## src/design/assert_macros.svh

```systemverilog
// Assertion macros used by the top level of the decimal text converter.
// Depends on nothing; the including module must provide clk and rst_n.
`ifndef ASSERT_MACROS_SVH
`define ASSERT_MACROS_SVH

// Checks that cond_b holds in the same cycle in which cond_a holds.
`define ASSERT_IMPLY(label, cond_a, cond_b, msg) \
  label: assert property (@(posedge clk) disable iff (!rst_n) (cond_a) |-> (cond_b)) \
    else $error(msg);

// Checks that cond_b holds in the cycle after one in which cond_a holds.
`define ASSERT_NEXT(label, cond_a, cond_b, msg) \
  label: assert property (@(posedge clk) disable iff (!rst_n) (cond_a) |=> (cond_b)) \
    else $error(msg);

`endif

```

## src/design/sidt_pkg.sv

```systemverilog
// Package for the decimal text converter: widths, character codes and types.
// Depends on nothing.
package sidt_pkg;

  localparam int VALUE_W    = 64;
  localparam int CHAR_W     = 7;
  localparam int BCD_DIGITS = 20;
  localparam int BCD_W      = 4 * BCD_DIGITS;
  localparam int IDX_W      = $clog2(BCD_DIGITS);
  localparam int CNT_W      = $clog2(VALUE_W);

  localparam logic [CHAR_W-1:0] MINUS_CODE   = 7'd45;
  localparam logic [CHAR_W-1:0] DIGIT_BASE   = 7'd48;
  localparam logic [CHAR_W-1:0] NEWLINE_CODE = 7'd10;

  typedef struct packed {
    logic               neg;
    logic [VALUE_W-1:0] mag;
  } job_t;

  typedef struct packed {
    logic full;
    logic empty;
  } fifo_stat_t;

endpackage

```

## src/design/signed_int_to_decimal_text.sv

```systemverilog
// Top level: signed 64-bit integer to decimal ASCII text, one character per word.
// Each value passes the 64 single-bit steps of the BCD shift register before its
// characters are emitted; the converter takes no new value until its newline has
// been emitted. Two queued words let the input run ahead of conversion. Reset
// (rst_n, synchronous) empties the queue and output.
module signed_int_to_decimal_text (
  input  logic                               clk,
  input  logic                               rst_n,
  input  logic                               in_valid,
  output logic                               in_ready,
  input  logic signed [sidt_pkg::VALUE_W-1:0] in_value,
  output logic                               out_valid,
  input  logic                               out_ready,
  output logic [sidt_pkg::CHAR_W-1:0]        out_char_code,
  output logic                               out_last
);
  import sidt_pkg::*;
  `include "assert_macros.svh"

  logic       push_valid, push_ready;
  job_t       push_job;
  logic       pop_valid, pop_ready;
  job_t       pop_job;
  fifo_stat_t fifo_stat;

  sidt_front u_front (
    .clk        (clk),
    .rst_n      (rst_n),
    .in_valid   (in_valid),
    .in_ready   (in_ready),
    .in_value   (in_value),
    .push_valid (push_valid),
    .push_ready (push_ready),
    .push_job   (push_job)
  );

  sidt_fifo u_fifo (
    .clk        (clk),
    .rst_n      (rst_n),
    .push_valid (push_valid),
    .push_ready (push_ready),
    .push_job   (push_job),
    .pop_valid  (pop_valid),
    .pop_ready  (pop_ready),
    .pop_job    (pop_job),
    .stat       (fifo_stat)
  );

  sidt_back u_back (
    .clk           (clk),
    .rst_n         (rst_n),
    .pop_valid     (pop_valid),
    .pop_ready     (pop_ready),
    .pop_job       (pop_job),
    .out_valid     (out_valid),
    .out_ready     (out_ready),
    .out_char_code (out_char_code),
    .out_last      (out_last)
  );

  `ASSERT_IMPLY(a_fifo_state, fifo_stat.full, !fifo_stat.empty, "queue full and empty")
  `ASSERT_IMPLY(a_last_is_nl, out_valid && out_last, out_char_code == NEWLINE_CODE, "last not newline")
  `ASSERT_IMPLY(a_nl_is_last, out_valid && !out_last, out_char_code != NEWLINE_CODE, "newline not last")
  `ASSERT_NEXT(a_run_gapless, out_valid && out_ready && !out_last, out_valid, "gap inside a run")

endmodule

```

## src/design/sidt_front.sv

```systemverilog
// Front end: accepts one word, splits it into sign and unsigned magnitude.
// Depends on sidt_pkg.
module sidt_front (
  input  logic                               clk,
  input  logic                               rst_n,
  input  logic                               in_valid,
  output logic                               in_ready,
  input  logic signed [sidt_pkg::VALUE_W-1:0] in_value,
  output logic                               push_valid,
  input  logic                               push_ready,
  output sidt_pkg::job_t                     push_job
);
  import sidt_pkg::*;

  logic               vld_r, vld_nxt;
  job_t               job_r, job_nxt;
  logic [VALUE_W-1:0] raw;
  logic               take;

  assign raw        = in_value;
  assign in_ready   = !vld_r || push_ready;
  assign take       = in_valid && in_ready;
  assign push_valid = vld_r;
  assign push_job   = job_r;

  always_comb begin
    vld_nxt = vld_r;
    job_nxt = job_r;
    if (push_ready) begin
      vld_nxt = 1'b0;
    end
    if (take) begin
      vld_nxt     = 1'b1;
      job_nxt.neg = raw[VALUE_W-1];
      job_nxt.mag = raw[VALUE_W-1] ? (~raw + {{(VALUE_W-1){1'b0}}, 1'b1}) : raw;
    end
  end

  always_ff @(posedge clk) begin
    if (!rst_n) begin
      vld_r <= 1'b0;
    end else begin
      vld_r <= vld_nxt;
    end
  end

  always_ff @(posedge clk) begin
    job_r <= job_nxt;
  end

endmodule

```

## src/design/sidt_fifo.sv

```systemverilog
// Two-entry queue of classified words between the front and back ends.
// Depends on sidt_pkg.
module sidt_fifo (
  input  logic                 clk,
  input  logic                 rst_n,
  input  logic                 push_valid,
  output logic                 push_ready,
  input  sidt_pkg::job_t       push_job,
  output logic                 pop_valid,
  input  logic                 pop_ready,
  output sidt_pkg::job_t       pop_job,
  output sidt_pkg::fifo_stat_t stat
);
  import sidt_pkg::*;

  job_t       ent_r [2];
  logic       wr_ptr_r, wr_ptr_nxt;
  logic       rd_ptr_r, rd_ptr_nxt;
  logic [1:0] count_r, count_nxt;
  logic       do_push, do_pop;

  assign push_ready = (count_r != 2'd2);
  assign pop_valid  = (count_r != 2'd0);
  assign pop_job    = ent_r[rd_ptr_r];
  assign do_push    = push_valid && push_ready;
  assign do_pop     = pop_valid && pop_ready;
  assign stat.full  = (count_r == 2'd2);
  assign stat.empty = (count_r == 2'd0);

  always_comb begin
    wr_ptr_nxt = do_push ? !wr_ptr_r : wr_ptr_r;
    rd_ptr_nxt = do_pop ? !rd_ptr_r : rd_ptr_r;
    count_nxt  = count_r;
    if (do_push && !do_pop) begin
      count_nxt = count_r + 2'd1;
    end else if (do_pop && !do_push) begin
      count_nxt = count_r - 2'd1;
    end
  end

  always_ff @(posedge clk) begin
    if (!rst_n) begin
      wr_ptr_r <= 1'b0;
      rd_ptr_r <= 1'b0;
      count_r  <= 2'd0;
    end else begin
      wr_ptr_r <= wr_ptr_nxt;
      rd_ptr_r <= rd_ptr_nxt;
      count_r  <= count_nxt;
    end
  end

  always_ff @(posedge clk) begin
    if (do_push) begin
      ent_r[wr_ptr_r] <= push_job;
    end
  end

endmodule

```

## src/design/sidt_back.sv

```systemverilog
// Back end: shift-add-3 binary to BCD conversion, then character emission
// through an output register. Depends on sidt_pkg.
module sidt_back (
  input  logic                         clk,
  input  logic                         rst_n,
  input  logic                         pop_valid,
  output logic                         pop_ready,
  input  sidt_pkg::job_t               pop_job,
  output logic                         out_valid,
  input  logic                         out_ready,
  output logic [sidt_pkg::CHAR_W-1:0]  out_char_code,
  output logic                         out_last
);
  import sidt_pkg::*;

  localparam logic [2:0] S_IDLE = 3'd0;
  localparam logic [2:0] S_CONV = 3'd1;
  localparam logic [2:0] S_SCAN = 3'd2;
  localparam logic [2:0] S_SIGN = 3'd3;
  localparam logic [2:0] S_DIG  = 3'd4;
  localparam logic [2:0] S_NL   = 3'd5;

  logic [2:0]         state_r, state_nxt;
  logic               neg_r, neg_nxt;
  logic [VALUE_W-1:0] sh_r, sh_nxt;
  logic [BCD_W-1:0]   bcd_r, bcd_nxt;
  logic [CNT_W-1:0]   cnt_r, cnt_nxt;
  logic [IDX_W-1:0]   idx_r, idx_nxt;
  logic               out_valid_r, out_valid_nxt;
  logic [CHAR_W-1:0]  out_char_r, out_char_nxt;
  logic               out_last_r, out_last_nxt;

  logic [BCD_W-1:0]   adj;
  logic [IDX_W-1:0]   lead;
  logic [3:0]         dig;
  logic               can_emit;
  logic               emit;
  logic [CHAR_W-1:0]  emit_char;
  logic               emit_last;

  assign pop_ready     = (state_r == S_IDLE);
  assign can_emit      = !out_valid_r || out_ready;
  assign dig           = bcd_r[{idx_r, 2'b00} +: 4];
  assign out_valid     = out_valid_r;
  assign out_char_code = out_char_r;
  assign out_last      = out_last_r;

  always_comb begin
    adj  = '0;
    lead = '0;
    for (int i = 0; i < BCD_DIGITS; i++) begin
      adj[i*4 +: 4] = (bcd_r[i*4 +: 4] >= 4'd5) ? (bcd_r[i*4 +: 4] + 4'd3)
                                                : bcd_r[i*4 +: 4];
      if (bcd_r[i*4 +: 4] != 4'd0) begin
        lead = IDX_W'(i);
      end
    end
  end

  always_comb begin
    state_nxt = state_r;
    neg_nxt   = neg_r;
    sh_nxt    = sh_r;
    bcd_nxt   = bcd_r;
    cnt_nxt   = cnt_r;
    idx_nxt   = idx_r;
    emit      = 1'b0;
    emit_char = NEWLINE_CODE;
    emit_last = 1'b0;
    case (state_r)
      S_IDLE: begin
        if (pop_valid) begin
          neg_nxt   = pop_job.neg;
          sh_nxt    = pop_job.mag;
          bcd_nxt   = '0;
          cnt_nxt   = '0;
          state_nxt = S_CONV;
        end
      end
      S_CONV: begin
        {bcd_nxt, sh_nxt} = {adj, sh_r} << 1;
        cnt_nxt = cnt_r + {{(CNT_W-1){1'b0}}, 1'b1};
        if (cnt_r == CNT_W'(VALUE_W - 1)) begin
          state_nxt = S_SCAN;
        end
      end
      S_SCAN: begin
        idx_nxt   = lead;
        state_nxt = neg_r ? S_SIGN : S_DIG;
      end
      S_SIGN: begin
        if (can_emit) begin
          emit      = 1'b1;
          emit_char = MINUS_CODE;
          state_nxt = S_DIG;
        end
      end
      S_DIG: begin
        if (can_emit) begin
          emit      = 1'b1;
          emit_char = DIGIT_BASE + {3'b000, dig};
          if (idx_r == '0) begin
            state_nxt = S_NL;
          end else begin
            idx_nxt = idx_r - {{(IDX_W-1){1'b0}}, 1'b1};
          end
        end
      end
      S_NL: begin
        if (can_emit) begin
          emit      = 1'b1;
          emit_char = NEWLINE_CODE;
          emit_last = 1'b1;
          state_nxt = S_IDLE;
        end
      end
      default: begin
        state_nxt = S_IDLE;
      end
    endcase
    out_valid_nxt = emit || (out_valid_r && !out_ready);
    out_char_nxt  = emit ? emit_char : out_char_r;
    out_last_nxt  = emit ? emit_last : out_last_r;
  end

  always_ff @(posedge clk) begin
    if (!rst_n) begin
      state_r     <= S_IDLE;
      out_valid_r <= 1'b0;
    end else begin
      state_r     <= state_nxt;
      out_valid_r <= out_valid_nxt;
    end
  end

  always_ff @(posedge clk) begin
    neg_r      <= neg_nxt;
    sh_r       <= sh_nxt;
    bcd_r      <= bcd_nxt;
    cnt_r      <= cnt_nxt;
    idx_r      <= idx_nxt;
    out_char_r <= out_char_nxt;
    out_last_r <= out_last_nxt;
  end

endmodule
```

## config.mk

```make
export PLATFORM = sky130hd
export DESIGN_NAME = signed_int_to_decimal_text
export DESIGN_NICKNAME = d
export VERILOG_FILES = /design/src/design/sidt_pkg.sv /design/src/design/signed_int_to_decimal_text.sv /design/src/design/sidt_front.sv /design/src/design/sidt_fifo.sv /design/src/design/sidt_back.sv
export VERILOG_INCLUDE_DIRS = /design/src /design/src/design
export SDC_FILE = /design/constraint.sdc
export NUM_CORES = 1
export LEC_CHECK = 0
export CORE_UTILIZATION = 64
export DETAILED_ROUTE_END_ITERATION = 8
export DONT_BUFFER_PORTS = 1
export MAX_ROUTING_LAYER = met4
export PLACE_DENSITY = 0.8
export SYNTH_ARGS = -nofsm -noshare
export SYNTH_HDL_FRONTEND = slang
export SYNTH_HIERARCHICAL = 1
export SYNTH_SLANG_ARGS = --single-unit
export TNS_END_PERCENT = 10
```

## constraint.sdc

```tcl
create_clock -name clk -period 4.6 [get_ports clk]
set_input_delay 0.46 -clock clk [delete_from_list [all_inputs] [get_ports clk]]
set_output_delay 0.46 -clock clk [all_outputs]
set_load 0.02 [all_outputs]
```

==> run summary, run 1 <==
The run finished with clean final reports. The root buffer cell chosen for the clock tree is sky130_fd_sc_hd__clkbuf_16. Post-CTS timing repair inserted 0 buffers for setup. The total global routing track utilization is 25.35%. The leakage dissipation is 6.843 nW.

The ratio of cells with drive above 1 in the final layout is 13.87%. For this run the aggregate overflow at the end of global routing stands at 0. The H-tree generated during clock tree synthesis spans 2 levels. The number of buffers inserted by hold repair at cts came out at 0. The largest net degree at the start of global routing is 76.

The hold violation total from the final report came out at 0. The number of cell rows came out at 60. The overall die width came out at 168.8 um. The count of max-cap constraint violations came out at 0. The final layout contains 1,536 nets. Summing over every cut layer, the via total after detailed routing is 10,860.

The initial standard-cell utilization of the core came out at 65.72%. The congestion estimate from routability-driven global placement came to 0.8967. The total wire length after detailed routing is 34,390 um. The clock insertion delay at the later pin of the skew report came out at 0.53 ns.

The master of the slowest instance on the critical path is sky130_fd_sc_hd__edfxtp_1. The CTS buffer count came out at 39. The highest achievable clock rate came out at 0.3783 GHz. The count of cells resized by post-cts repair came out at 0. The area of the placeable core is 0.02710 mm^2.

The total number of clock tree sinks is 368. The detailed-placement wirelength estimate came out at 21,890 um. After detailed routing, the number of vias per cell comes to 5.961. The count of final max-slew check failures came out at 0.

The design area is 0.01944 mm^2. Each instance of the synthesized netlist takes up on average 12.53 um^2. STA classifies the critical path endpoint as a flip-flop. 0 antenna diodes ended up in the layout. The residual antenna-violating net count after detailed routing is 0. The maximum single-stage delay on the critical path is 0.76 ns. The sum of negative setup slack is 0 ns. The number of remaining DRC errors came out at 0. The clock passes through at most 3 buffers. The critical path is of the flip-flop to flip-flop type.

The total nets after synthesis is 1,535. TritonCTS built the clock tree. The worst hold path belongs to the class primary input to flip-flop. The post-synthesis cell count is 1,421.

Setup violations remaining at the end of the flow were counted as 0. The number of DRC violations after detailed-routing iteration 0 is 833. Clock-pin slew was measured on the worst setup and hold paths at 0.06 ns. The first-pass GRT wire length is 55,260 um. During synthesis, Yosys emitted a total of 6 warnings. Setup repair after global routing left no endpoint under its margin.

Data on the critical path arrives at its endpoint at 2.81 ns. The number of I/O port buffers is 0. The post-synthesis instance area is 0.01781 mm^2. In this run the power density over the cells is 656.7 mW/mm^2. The worst slew slack as a fraction of its limit is 24.38%. The first detailed-routing pass took 5 iterations.

The placed instance area is 0.01816 mm^2. The required time at the endpoint of the critical path is 4.77 ns. The initial antenna violation count is 0. Traced cell by cell, the critical path runs through inv_1 > ha_1 > nor4b_1 > or3_1 > a21oi_1. The final critical-path required period came out at 2.644 ns. The type of element launching the critical path is a flip-flop. Of all nets on the critical path, the largest fanout is 15. The largest vdd supply drop came out at 0.0003931 V. The die is 168.8 um tall.

The area of the die is 0.02850 mm^2. The mean routed wirelength per cell is 18.89 um. The transition time at the pin with the least slew margin is 1.124 ns. The area added between synthesis and finish came out at 9.161%. The ratio of final minimum period to clock period is 57.47%. The number of global-route vias before repair is 10,990. The I/O pin count is 78. Between clock sinks in the finished design, the worst skew comes to 0.01630 ns.
## state kept, by name, indices dropped and copies added, names as in the netlist, named ones only
register              flops
u_fifo/wr_ptr_r           1
u_back/cnt_r              6
u_back/state_r            3
u_back/neg_r              1
u_back/out_valid          1
u_front/push_valid        1
u_front/push_job         65
u_back/idx_r              5
u_fifo/count_r            2
u_back/bcd_r             80
u_fifo/ent_r            130
u_fifo/rd_ptr_r           1
u_back/out_char_code      6
u_back/out_last           1
u_back/sh_r              64
## layer usage
layer	part of all wire (%)	track usage, %	routed length [um]
met5	0	-	0
met4	2.0	7.945	695
met3	5.3	3.764	1826
met2	50	42.13	17160
met1	43	32.36	14720
## area by class of cell
type / instances / area, um^2
Tap cell: 372 / 465.4
Sequential cell: 368 / 10950
Fill cell: 1786 / 7660
Clock inverter: 26 / 297.8
Inverter: 52 / 195.2
Multi-Input combinational cell: 948 / 6434
Timing Repair Buffer: 13 / 110.1
Clock buffer: 42 / 987.2
## where the power goes
part	internal (W)	total, W	leakage (nW)	switching (W)
Combinational	0.00146	0.00375	2.70	0.00229
Sequential	0.00511	0.00585	3.52	0.000747
Clock	0.00190	0.00316	0.626	0.00127
## layout by cell type (no fill, tap or decap), types with 5 or more instances in the layout
cell type,instances
sky130_fd_sc_hd__inv_1,51
sky130_fd_sc_hd__ha_1,46
sky130_fd_sc_hd__or3_1,8
sky130_fd_sc_hd__o31ai_1,18
sky130_fd_sc_hd__or4_1,11
sky130_fd_sc_hd__dfxtp_1,9
sky130_fd_sc_hd__nor3b_1,10
sky130_fd_sc_hd__clkbuf_16,39
sky130_fd_sc_hd__a21oi_1,74
sky130_fd_sc_hd__xor2_1,24
sky130_fd_sc_hd__xnor2_1,86
sky130_fd_sc_hd__o21ai_1,5
sky130_fd_sc_hd__o21ai_0,41
sky130_fd_sc_hd__clkinv_2,8
sky130_fd_sc_hd__clkinv_1,7
sky130_fd_sc_hd__nor3_1,28
sky130_fd_sc_hd__and2_1,8
sky130_fd_sc_hd__nand4_1,5
sky130_fd_sc_hd__or2_2,6
sky130_fd_sc_hd__mux2_2,65
sky130_fd_sc_hd__bufinv_16,6
sky130_fd_sc_hd__mux4_2,19
sky130_fd_sc_hd__nor2_1,102
sky130_fd_sc_hd__nand2b_1,29
sky130_fd_sc_hd__o41ai_1,9
sky130_fd_sc_hd__edfxtp_1,358
sky130_fd_sc_hd__nand3_1,14
sky130_fd_sc_hd__o41ai_2,7
sky130_fd_sc_hd__nand2_1,256
sky130_fd_sc_hd__buf_4,12
## critical path: cells and delay by family, from the launching register on
family / cells / cell delay, ns
AO/OA/AOI/OAI: 1 / 0.46
adder cells (fa/ha/maj): 1 / 0.25
buffers and inverters: 1 / 0.29
flip-flops: 1 / 0.76
AND/OR/NAND/NOR: 2 / 0.51
## stage by stage
step	cells	utilization, %	power (W)	hold WS [ns]	setup WS, ns
floorplan	1421	-	0.008622	0.4215	1.033
global placement	1753	66.99	0.009363	0.4220	1.562
detailed placement	1753	66.99	0.009591	0.4328	1.479
CTS	1821	71.74	0.01282	0.01570	1.952
global route	1821	71.74	0.01349	0.01640	1.783
finish	1821	71.74	0.01277	0.02579	1.956
## worst paths after layout
check | start | end | slack, ns | cells past startpoint
hold / removal | in_value[0] | u_front/push_job[0]$_DFFE_PP_ | 0.03 | 0
hold reg to reg | u_front/push_job[15]$_DFFE_PP_ | u_fifo/ent_r[0][15]$_DFFE_PP_ | 0.45 | 0
setup reg to reg | u_back/idx_r[1]$_DFFE_PP_ | u_back/idx_r[1]$_DFFE_PP_ | 1.96 | 5
setup / recovery | u_back/idx_r[1]$_DFFE_PP_ | u_back/idx_r[1]$_DFFE_PP_ | 1.96 | 5
Note: power is estimated with default switching activity, not from simulation.
==> run 2: changes to the inputs <==
Clock period 4.6 ns to 2.5 ns, I/O delays scaled along.
==> run summary, run 2 (synthesized netlist as in run 1, its figures left out) <==
The total number of clock tree sinks is 368 (unchanged). The number of global-route vias before repair came to 11,710 (+6.6%). The count of TritonRoute iterations in the first routing pass came out at 7 (+2). The largest vdd supply drop is 0.0007251 V (+84%). The post-placement cell count came out at 1,776 (+1.3%). The worst setup skew after layout is 0.01787 ns (+0.001562 ns).

The critical path is of the primary input to flip-flop type. Setup repair after global routing could not meet its margin everywhere. The total wire length after detailed routing came out at 38,130 um (+11%).

The number of remaining DRC errors is 0 (unchanged). The detailed-placement wirelength estimate is 22,170 um (+1.3%). The leakage dissipation is 7.296 nW (+6.6%). The number of filler instances in the final layout is 1,589 (-11%). The number of DRC violations after detailed-routing iteration 0 came out at 959 (+15%).

The signal on the critical path passes through or4_4 > nor4b_4 > nand4_4 > o41ai_2 > xnor2_1 > dlygate4sd3_1. The overall die width is 168.8 um (unchanged). The hold violation total from the final report came out at 0 (unchanged). The transition time at the pin with the least slew margin is 1.119 ns (-0.004713 ns). The worst slew slack as a fraction of its limit came to 25.14% (+0.76 points).

The y dimension of the die was 168.8 um (unchanged). TritonCTS built the clock tree. The maximum single-stage delay on the critical path came out at 0.57 ns (-0.19 ns). The residual antenna-violating net count after detailed routing is 0 (unchanged).

Relative to the synthesized area, the layout overhead comes to 15.01%. The number of I/O port buffers is 0 (unchanged). The count of max-cap constraint violations came out at 0 (unchanged).

The placer congestion estimate came out at 0.8612 (-4.0%). The clock insertion delay at the later pin of the skew report came out at 0.53 ns (about the same). The count of final max-slew check failures came out at 0 (unchanged). The required time at the endpoint of the critical path is 2.77 ns (-2.00 ns).

The power density over the cells came out at 1151 mW/mm^2 (+75%). The CTS buffer count is 38 (-2.6%). The total inserted antenna cells came out at 0 (unchanged). The post-CTS repair timing setup buffer count is 0 (unchanged). The number of setup violations in the final report came to 0 (unchanged).

The first-pass GRT wire length came out at 60,460 um (+9.4%). The I/O pin count is 78 (unchanged). The design area is 0.02048 mm^2 (+5.4%). The area of the multi-input gates is 0.006461 mm^2 (+0.43%). The highest achievable clock rate came out at 0.4083 GHz.

The flip-flop count of the largest register, all copies and words added is 130 (unchanged). The placed instance area is 0.01851 mm^2 (+2.0%). The total global routing track utilization is 28.08% (+2.7 points). The register bank with the most flops is u_fifo/ent_r. The worst setup path is captured at a flip-flop. The total grt overflow is 0 (unchanged). The net count of the finished layout came to 1,632 (+6.3%). The initial antenna violation count came out at 0 (unchanged). The mean routed wirelength per cell is 19.87 um (+5.2%). The clock tree buffer depth came out at 3 (unchanged). Leaving out fill and tap cells, the most frequent cell in the layout is sky130_fd_sc_hd__edfxtp_1. The worst min-delay path category is primary input to flip-flop.

The area of the placeable core is 0.02710 mm^2 (unchanged). The routed design could run at a clock period as short as 2.449 ns. The run finished with clean final reports. The non-filler instance count after layout came out at 1,919 (+5.4%). The sequential cell area in the final layout was 0.01095 mm^2 (about the same). The area of the die came out at 0.02850 mm^2 (unchanged). In the finished design, the share of the clock period the worst path needs comes to 97.96%.

The total number of vias came out at 11,560 (+6.5%). The master of the slowest instance on the critical path is sky130_fd_sc_hd__dlygate4sd3_1. The depth of the CTS H-tree came out at 2 (unchanged). The via-per-instance ratio is 6.024 (+1.1%). The tree is rooted in a sky130_fd_sc_hd__clkbuf_16. STA classifies the critical path startpoint as a primary input. The clock transition time at the flip-flop clock pins of the worst setup and hold paths is 0.06 ns (about the same). The library cells used most frequently in the layout, excluding fill and tap cells, are sky130_fd_sc_hd__edfxtp_1, sky130_fd_sc_hd__nand2_1, sky130_fd_sc_hd__nor2_1, sky130_fd_sc_hd__xnor2_1. The largest net degree at the start of global routing is 66 (-13%).

The number of cell rows is 60 (unchanged). The final standard cell utilization of the core came to 75.58% (+3.8 points). The maximum net fanout on the critical path is 14 (-1). The initial standard-cell utilization of the core is 65.72% (unchanged). The ratio of cells with drive above 1 in the final layout came out at 14.41% (+0.54 points). The endpoint arrival time on the critical path is 2.72 ns (-0.09 ns).
run 2: final timing paths:
kind	start	to	slack (ns)	cells after the start
setup reg to reg	u_back/bcd_r[56]$_SDFFCE_PN0P_	u_back/idx_r[3]$_DFFE_PP_	0.21	7
hold reg to reg	u_front/push_job[53]$_DFFE_PP_	u_fifo/ent_r[0][53]$_DFFE_PP_	0.43	0
hold / removal	in_value[53]	u_front/push_job[54]$_DFFE_PP_	0.02	2
setup / recovery	in_value[13]	u_front/push_job[45]$_DFFE_PP_	0.05	6
run 2: timing repair:
action	4_1_cts	5_1_grt
hold buffers	74	0
hold endpoints to repair	75	0
endpoints found under the setup margin	0	5
gates resized for setup	0	4
run 2: metal layers:
metal	track usage, %	wire, um	vias up
met3	4.115	2410	104
met5	-	0	-
met1	33.84	14960	5660
li1	-	-	5339
met2	47.93	19510	458
met4	11.03	1246	0
run 2: cell type report:
class | instances | area share (%)
inverters | 52 | 0.9530
flip-flops and latches | 368 | 53.48
well taps | 372 | 2.272
clock buffers | 46 | 5.040
multi-input cells | 948 | 31.55
clock inverters | 23 | 0.8613
repair buffers | 110 | 5.852
run 2: per-stage QoR:
stage	power, W	hold slack, ns	TNS [ns]	setup slack [ns]
after floorplan	0.01582	0.3489	-11.56	-0.05458
after global placement	0.01747	0.3490	0	0.1415
after detailed placement	0.01789	0.3490	0	0.06500
after CTS	0.02355	0.0005600	0	0.1243
after global routing	0.02494	0.01518	-0.004011	-0.004011
final	0.02357	0.02119	0	0.05111
run 2: power by group:
group / total (W) / internal, W / switching (W)
logic: 0.00744 / 0.00305 / 0.00440
registers: 0.0107 / 0.00937 / 0.00129
clock network: 0.00546 / 0.00315 / 0.00230
run 2: worst max-delay path: cells and delay by family:
family          cells  cell delay, ns
buf+inv             1            0.57
simple gates        3            1.38
compound gates      1            0.41
xor+xnor            1            0.10
==> run 3: changes to the inputs <==
Settings changed: CORE_UTILIZATION 64 to 69, PLACE_DENSITY 0.8 to 0.85.
Clock period 2.5 ns to 3.2 ns, I/O delays scaled along.
==> run summary, run 3 (synthesized netlist as in run 1, its figures left out) <==
The run finished with clean final reports. The power density over the cells is 915.6 mW/mm^2 (-20%). The initial standard-cell utilization of the core is 70.52% (+4.8 points). The area of the die is 0.02646 mm^2 (-7.2%). STA classifies the critical path endpoint as a flip-flop. The top cell types in the final layout, fill and taps aside, are sky130_fd_sc_hd__edfxtp_1, sky130_fd_sc_hd__nand2_1, sky130_fd_sc_hd__nor2_1, sky130_fd_sc_hd__xnor2_1, sky130_fd_sc_hd__a21oi_1. The initial antenna violation count is 0 (unchanged).

The largest net degree at the start of global routing is 66 (unchanged). Leaving out fill and tap cells, the most frequent cell in the layout is sky130_fd_sc_hd__edfxtp_1. The flip-flop count of the largest register, all copies and words added came out at 130 (unchanged). The register bank with the most flops is u_fifo/ent_r. The maximum net fanout on the critical path is 4 (-10).

The y dimension of the die was 162.7 um (-3.6%). The clock insertion delay at the later pin of the skew report is 0.53 ns (about the same). The placed instance area came out at 0.01826 mm^2 (-1.4%).

The CTS buffer count came out at 38 (unchanged). Dividing the final minimum period by the clock period gives 75.58%. The clock transition time at the flip-flop clock pins of the worst setup and hold paths came out at 0.06 ns (about the same).

The hold violation total from the final report was 0 (unchanged). The ratio of cells with drive above 1 in the final layout was 13.52% (-0.89 points). The cell sitting at the root of the clock tree is a sky130_fd_sc_hd__clkbuf_16.

The placer congestion estimate came out at 0.9110 (+5.8%). The worst setup path is launched from a flip-flop. The mean routed wirelength per cell was 20.91 um (+5.2%). The required time at the endpoint of the critical path was 3.47 ns (+0.70 ns).

The overall die width came out at 162.7 um (-3.6%). The total global routing track utilization came out at 30.79% (+2.7 points). The worst slew slack as a fraction of its limit was 46.19% (+21 points). The total grt overflow is 0 (unchanged). Setup repair after global routing left no endpoint under its margin.

The count of cells resized by post-cts repair is 0 (unchanged). The final critical-path required period is 2.418 ns. TritonCTS built the clock tree.

The final worst slack came to 0.7815 ns (+0.7304 ns). The net count of the finished layout is 1,603 (-1.8%). The number of I/O port buffers was 0 (unchanged). The number of cell rows is 58 (-3.3%).

The total inserted antenna cells came to 0 (unchanged). The count of final max-slew check failures is 0 (unchanged). The number of DRC violations after detailed-routing iteration 0 is 1,204 (+26%).

The area added between synthesis and finish came out at 12.08%. The detailed-placement wirelength estimate came out at 22,840 um (+3.0%). The residual antenna-violating net count after detailed routing is 0 (unchanged). The first-pass GRT wire length came to 60,950 um (+0.81%).

The clock tree buffer depth is 3 (unchanged). The highest achievable clock rate came out at 0.4135 GHz. The tightest min-delay check is of the primary input to flip-flop type. The count of max-cap constraint violations came out at 0 (unchanged).

The number of setup violations in the final report is 0 (unchanged). The design area is 0.01996 mm^2 (-2.5%). The final standard cell utilization of the core was 79.04% (+3.5 points).

The total number of vias is 11,530 (-0.26%). The area of the placeable core is 0.02525 mm^2 (-6.8%). The post-place setup slack was 0.6343 ns (+0.5693 ns). The transition time at the pin with the least slew margin is 0.8072 ns (-0.3120 ns).

The number of global-route vias before repair came out at 11,720 (+0.11%). The total number of clock tree sinks came out at 368 (unchanged). The leakage dissipation came to 7.091 nW (-2.8%). The via-per-instance ratio came out at 6.246 (+3.7%). The worst setup skew after layout came out at 0.01598 ns (-0.001882 ns). The critical path in this run is classified as flip-flop to flip-flop.

The endpoint arrival time on the critical path is 2.68 ns (-0.04 ns). The number of remaining DRC errors is 0 (unchanged). The largest vdd supply drop is 0.0006565 V (-9.5%).

The I/O pin count is 78 (unchanged). The total wire length after detailed routing is 38,600 um (+1.2%). The depth of the CTS H-tree was 2 (unchanged).

The count of TritonRoute iterations in the first routing pass is 5 (-2).
-- run 3: cell type report --
type | instances | area (um^2)
clock buffers | 47 | 1006
flip-flops and latches | 368 | 10950
inverters | 52 | 195.2
well taps | 330 | 412.9
clock inverters | 20 | 138.9
multi-input cells | 948 | 6434
fillers | 1342 | 5293
repair buffers | 81 | 823.3
-- run 3: path summary, 6_finish.rpt --
| kind | start | end | slack, ns | depth (start not counted) |
|---|---|---|---|---|
| setup / recovery | u_back/bcd_r[56]$_SDFFCE_PN0P_ | u_back/idx_r[3]$_DFFE_PP_ | 0.78 | 7 |
| hold / removal | in_value[2] | u_front/push_job[2]$_DFFE_PP_ | 0.01 | 1 |
| setup reg to reg | u_back/bcd_r[56]$_SDFFCE_PN0P_ | u_back/idx_r[3]$_DFFE_PP_ | 0.78 | 7 |
| hold reg to reg | u_front/push_job[64]$_DFFE_PP_ | u_fifo/ent_r[0][64]$_DFFE_PP_ | 0.44 | 0 |
-- run 3: critical path: stages (launching register included) --
cell and delay (ns):
sky130_fd_sc_hd__edfxtp_1 0.43, sky130_fd_sc_hd__inv_1 0.13, sky130_fd_sc_hd__ha_1 0.22, sky130_fd_sc_hd__or3b_1 0.43, sky130_fd_sc_hd__nor4b_1 0.45, sky130_fd_sc_hd__nand3_1 0.18
sky130_fd_sc_hd__nor3_1 0.23, sky130_fd_sc_hd__o22ai_1 0.09
-- run 3: repair_timing --
item	in CTS	in global routing
hold buffers	56	0
endpoints found under the hold margin	64	0
setup buffers	0	0
setup endpoints to repair	0	0
-- run 3: through the flow --
| stage | setup TNS (ns) | cells | total power, W | hold WS, ns |
|---|---|---|---|---|
| floorplan | -15.62 | 1421 | 0.01239 | 0.4189 |
| global placement | 0 | 1723 | 0.01357 | 0.4191 |
| detailed placement | 0 | 1723 | 0.01394 | 0.4191 |
| CTS | 0 | 1846 | 0.01826 | 0.0001778 |
| global route | 0 | 1846 | 0.01925 | 0.003376 |
| finish | 0 | 1846 | 0.01828 | 0.01356 |
-- run 3: power breakdown --
group	internal (W)	total (W)	switching, W
registers	0.00733	0.00841	0.00108
logic	0.00227	0.00574	0.00348
clock network	0.00232	0.00412	0.00180
total	0.0119	0.0183	0.00636
-- run 3: layer usage --
layer / global-route usage (%) / part of all wire [%] / vias up
li1: - / - / 5276
met1: 37.32 / 38 / 5631
met2: 53.36 / 53 / 539
met3: 4.940 / 7.0 / 85
met4: 9.091 / 2.2 / 0
met5: - / 0 / -
